[src/rtl/rpp_pkg.sv]
// shared types and constants for the point rotate and project core
package rpp_pkg;

    // fixed field widths
    localparam int COORD_W      = 16;
    localparam int PIXEL_W      = 16;
    localparam int SCALE_W      = 8;
    localparam int STEP_W       = 14;
    localparam int ORIGIN_W     = 12;
    localparam int CFG_INDEX_W  = 8;
    localparam int CFG_DATA_W   = 16;

    // sine samples are q15, one is 32768
    localparam int SIN_ONE_BITS = 15;
    localparam int SAMPLE_W     = 16;

    // quotient bits produced by the divider
    localparam int QUOT_W       = 16;

    typedef logic [CFG_INDEX_W-1:0] t_cfg_index;

    // register indexes
    localparam t_cfg_index CFG_SCALE      = 8'd0;
    localparam t_cfg_index CFG_ANGLE_STEP = 8'd1;
    localparam t_cfg_index CFG_ORIGIN_X   = 8'd2;
    localparam t_cfg_index CFG_ORIGIN_Y   = 8'd3;

endpackage

[src/rtl/rpp_divider.sv]
// pipelined restoring divider, one quotient bit per stage, signed 16-bit saturation
module rpp_divider #(
    parameter int NUM_W = 64,
    parameter int DEN_W = 36
) (
    input  logic                        i_clk,
    input  logic                        i_en,
    input  logic signed [NUM_W-1:0]     i_num,
    input  logic signed [DEN_W-1:0]     i_den,
    output logic signed [rpp_pkg::PIXEL_W-1:0] o_quot
);
    import rpp_pkg::*;

    localparam int WIDE = (NUM_W > DEN_W + QUOT_W) ? NUM_W : DEN_W + QUOT_W;
    localparam int RW   = WIDE + 1;
    localparam int NST  = QUOT_W + 1;

    logic [RW-1:0]     r_rem [NST];
    logic [RW-1:0]     r_div [NST];
    logic [QUOT_W-1:0] r_q   [NST];
    logic              r_neg [NST];
    logic              r_sat [NST];

    logic [NUM_W-1:0]  w_mag;
    logic [RW-1:0]     w_mag_ext;
    logic [RW-1:0]     w_den_ext;

    // magnitude of the numerator, den is positive whenever the result is used
    assign w_mag     = i_num[NUM_W-1] ? NUM_W'(-i_num) : NUM_W'(i_num);
    assign w_mag_ext = RW'(w_mag);
    assign w_den_ext = RW'(i_den[DEN_W-2:0]);

    // first stage: overflow check against den scaled by 2^16
    always_ff @(posedge i_clk) begin
        if (i_en) begin
            r_rem[0] <= w_mag_ext;
            r_div[0] <= w_den_ext;
            r_q[0]   <= '0;
            r_neg[0] <= i_num[NUM_W-1];
            r_sat[0] <= w_mag_ext >= (w_den_ext << QUOT_W);
        end
    end

    // one trial subtract per stage, msb first
    for (genvar j = 1; j < NST; j++) begin : g_stage
        localparam int SH = QUOT_W - j;
        logic [RW-1:0] w_trial;
        logic          w_ge;
        assign w_trial = r_div[j-1] << SH;
        assign w_ge    = r_rem[j-1] >= w_trial;
        always_ff @(posedge i_clk) begin
            if (i_en) begin
                r_rem[j] <= w_ge ? (r_rem[j-1] - w_trial) : r_rem[j-1];
                r_div[j] <= r_div[j-1];
                r_q[j]   <= {r_q[j-1][QUOT_W-2:0], w_ge};
                r_neg[j] <= r_neg[j-1];
                r_sat[j] <= r_sat[j-1];
            end
        end
    end

    // sign and saturate
    localparam logic [QUOT_W-1:0] POS_MAX = QUOT_W'((1 << (PIXEL_W - 1)) - 1);
    localparam logic [QUOT_W-1:0] NEG_MAX = QUOT_W'(1 << (PIXEL_W - 1));

    always_comb begin
        if (r_neg[NST-1]) begin
            if (r_sat[NST-1] || (r_q[NST-1] > NEG_MAX)) begin
                o_quot = $signed(NEG_MAX);
            end else begin
                o_quot = $signed(PIXEL_W'(-r_q[NST-1]));
            end
        end else begin
            if (r_sat[NST-1] || (r_q[NST-1] > POS_MAX)) begin
                o_quot = $signed(POS_MAX);
            end else begin
                o_quot = $signed(r_q[NST-1]);
            end
        end
    end

endmodule

[config.mk]
export PLATFORM = sky130hd
export DESIGN_NAME = rpp_divider
export DESIGN_NICKNAME = d
export VERILOG_FILES = /design/src/rtl/rpp_pkg.sv /design/src/rtl/rpp_divider.sv
export SDC_FILE = /design/constraint.sdc
export NUM_CORES = 2
export LEC_CHECK = 0
export ABC_CLOCK_PERIOD_IN_PS = 7800
export BUFFER_PORTS_ARGS = -buffer_cell sky130_fd_sc_hd__buf_2
export CAP_MARGIN = 0
export CELL_PAD_IN_SITES_DETAIL_PLACEMENT = 0
export CELL_PAD_IN_SITES_GLOBAL_PLACEMENT = 1
export CORE_UTILIZATION = 52
export DETAILED_ROUTE_END_ITERATION = 12
export GPL_TIMING_DRIVEN = 1
export HOLD_SLACK_MARGIN = 0.03
export PLACE_DENSITY_LB_ADDON = 0.1
export SLEW_MARGIN = 25
export SYNTH_ARGS = -nofsm -noshare
export SYNTH_HDL_FRONTEND = slang
export SYNTH_SLANG_ARGS = --single-unit
[constraint.sdc]
create_clock -name i_clk -period 7.8 [get_ports i_clk]
set_clock_uncertainty 0.05 [all_clocks]
set_input_delay 0.78 -clock i_clk [delete_from_list [all_inputs] [get_ports i_clk]]
set_output_delay 0.78 -clock i_clk [all_outputs]
set_load 0.02 [all_outputs]
==> results.cfg <==
[sta]
whs_ns = 0.107
setup_ws_ns = 1.51
finalHoldViolCount = 0
setup_viol = 0
finalSetupTns_ns = 0
slew_violations = 0
rsz0062_at_grt = false
post-route-period-util_pct = 80.7
worstMarginPinSlew_ns = 1.02
fmax_mhz = 159
maxSlewHeadroom_pct = 30.5
finalCriticalPeriod_ns = 6.29

[floorplan]
die_h_microns = 441
rows = 160
die_w_microns = 441
num_io_pins = 118
die-area_sq_mm = 0.194
core_area_sq_mm = 0.191
start_util_pct = 52.5

[cts]
clock_latency_ns = 0.84
cts_tree = built
clkTransAtPathRegs_ns = 0.06
cts_sinks = 1769
h-tree-depth = 4
hold_buffers = 30
root_buffer = clkbuf_16
cts_setup_buffers = 0
cts_resized = 0
numCtsBuffers = 193
clockBufferDepth = 3

[routing]
postRouteAntennaNets = 0
highest_layer = met4
wl_met1_microns = 83000
vias = 68700
dr.pass1.iters = 5
drc_errors = 0
dr_wl_met2_microns = 132000
first_iter_violations = 3542
routedWlPerCell_microns = 20.0
routed-wl-met3_microns = 6200
vias_per_cell = 5.70
wl_microns = 240000

[placement]
dp_cells = 11700
hpwl_microns = 190000
routabilityCongestion = 0.934
dp_worst_setup_slack_ns = 0.698
numPortBuffers = 116

[finish]
instances_no_fill = 12100
n_antenna_cell = 0
nNetsFinal = 10100
area.growth.synth_to_final_pct = 10.0
drive_gt1_share_pct = 6.80

[critical_path]
path_cells = inv_1 -> ha_1 -> inv_1 -> or3_1 -> nor3_1 -> nand2_1 -> or3_1 -> or3_1 -> o21ai_1 -> nand2b_1 -> inv_1 -> nand2_1 -> o311ai_1 -> buf_2
critPathRequiredTime_ns = 6.97
startpoint_type = flip-flop
r2r_slack_ns = 2.61
worstSetupPathType = reg -> out
worstPathArrival_ns = 5.46
cp_num_buf_inv = 4
path_delay_family = simple AND/OR/NAND/NOR gates
cp_max_fo = 14
crit_path_end_kind = output pin
slowest_stage = o311ai_1
max_stage_delay_ns = 0.85

[logic_synthesis]
syn_nets = 9967
ys_seq_area_share_pct = 53.0
ys.flop_type = edfxtp_1
synth.most_common_cell = edfxtp_1
netlist.area_leader.share_pct = 53.0
syn_area_sq_mm = 0.100
synth_edf_count = 1769
syn_area_per_cell_sq_um = 10.8
synth-async-reset-ratio_pct = 0
synth_cells = 9253
yosys_warnings = 0
ys_ff_latch = 1769
synthTopCellsByArea = edfxtp_1, ha_1, xnor2_1, a21oi_1, xor2_1
yosysTopAreaCell = edfxtp_1
synth_cell_types = 96
synth_commonest_cells = edfxtp_1, a21oi_1, inv_1, nand2_1, nor2_1

[global_routing]
antenna_found_initial = 1
grt_pass1_vias = 70300
grt_max_degree = 164
grtUsageTotal_pct = 24.6
grt_remaining_overflow = 0
grt_pass1_wl_microns = 373000

[pwr]
irDropWorstVdd_mv = 0.283
leakage_nw = 42.9
power_density_mw_per_mm2 = 348

[min_path]
min_path_type = in -> reg

[job]
max_cap_violations = 0

[outcome]
status = finished clean
## area by class of cell
class                      instances  area [sq um]
sequential                      1769         53100
timing repair buffer             229          1630
clock buffer                     226          5020
fill                           16000         80500
multi-input combinational       6449         43400
inverter                         749          2810
tap                             2511          3140
clock inverter                   118          1170
## layer usage
| layer | vias up | track usage [%] |
|---|---|---|
| li1 | 34300 | - |
| met1 | 32200 | 22.8 |
| met2 | 1476 | 48.9 |
| met3 | 664 | 2.65 |
| met4 | 0 | 17.8 |
| met5 | - | 0 |
## registers in the layout (all words and copies together) (netlist names)
register	count
r_sat	17
r_div	560
r_q	136
r_neg	17
r_rem	1039
## worst paths after layout
kind,start,end,cells past startpoint
setup / recovery,r_q[8][1],o_quot[3],14
hold reg to reg,r_q[7][5],r_q[7][22],0
hold / removal,i_den[8],r_div[0][8],1
setup reg to reg,r_div[0][618],r_rem[0][701],14
## cells by family after synthesis
family                   count (synthesis)  synth area share [%]
AND/OR/NAND/NOR                       2638                  13.1
AO/OA/AOI/OAI                         2290                  14.1
flip-flops                            1769                  53.0
buffers and inverters                 1035                  3.89
XOR/XNOR                               831                  7.26
adder cells (fa/ha/maj)                612                  7.75
multiplexers                            78                 0.873
## power by group
| group | internal [W] | switching [W] | total (W) |
|---|---|---|---|
| registers | 0.0133 | 0.00125 | 0.0145 |
| logic | 0.00621 | 0.00882 | 0.0150 |
| clock network | 0.00516 | 0.00368 | 0.00884 |
| total | 0.0247 | 0.0138 | 0.0384 |
## cell usage in the layout, fill, tap and decap left out, types with 32 or more instances in the layout
cell	netlist	final
nor3_1	212	212
nand2b_1	109	109
o31ai_1	58	58
a31oi_1	73	72
or4_1	71	71
and3_1	66	66
a21oi_1	781	781
nand3_1	144	143
mux2_2	74	74
or2_2	32	32
o21bai_1	67	67
ha_1	597	597
o21a_1	72	72
a211oi_1	49	49
edfxtp_1	1769	1769
or3_1	87	87
nor4_1	135	128
clkinv_1	0	44
nor2b_1	92	92
nor2_1	656	656
buf_2	7	115
clkbuf_16	0	196
a21o_1	338	336
buf_4	0	74
o21ai_0	561	560
xnor2_1	475	475
o211ai_1	32	32
xor2_1	356	356
nand4_1	156	156
inv_1	749	749
nand2_1	703	700
## metrics by stage
step	total power, W	utilization, %	instance area, sq um
finish	0.0384	57.8	110000
detailed placement	0.0295	54.4	104000
floorplan	0.0253	-	100000
global route	0.0407	57.8	110000
CTS	0.0385	57.8	110000
global placement	0.0294	54.4	104000
No activity file was read; power rests on OpenSTA's default activity.
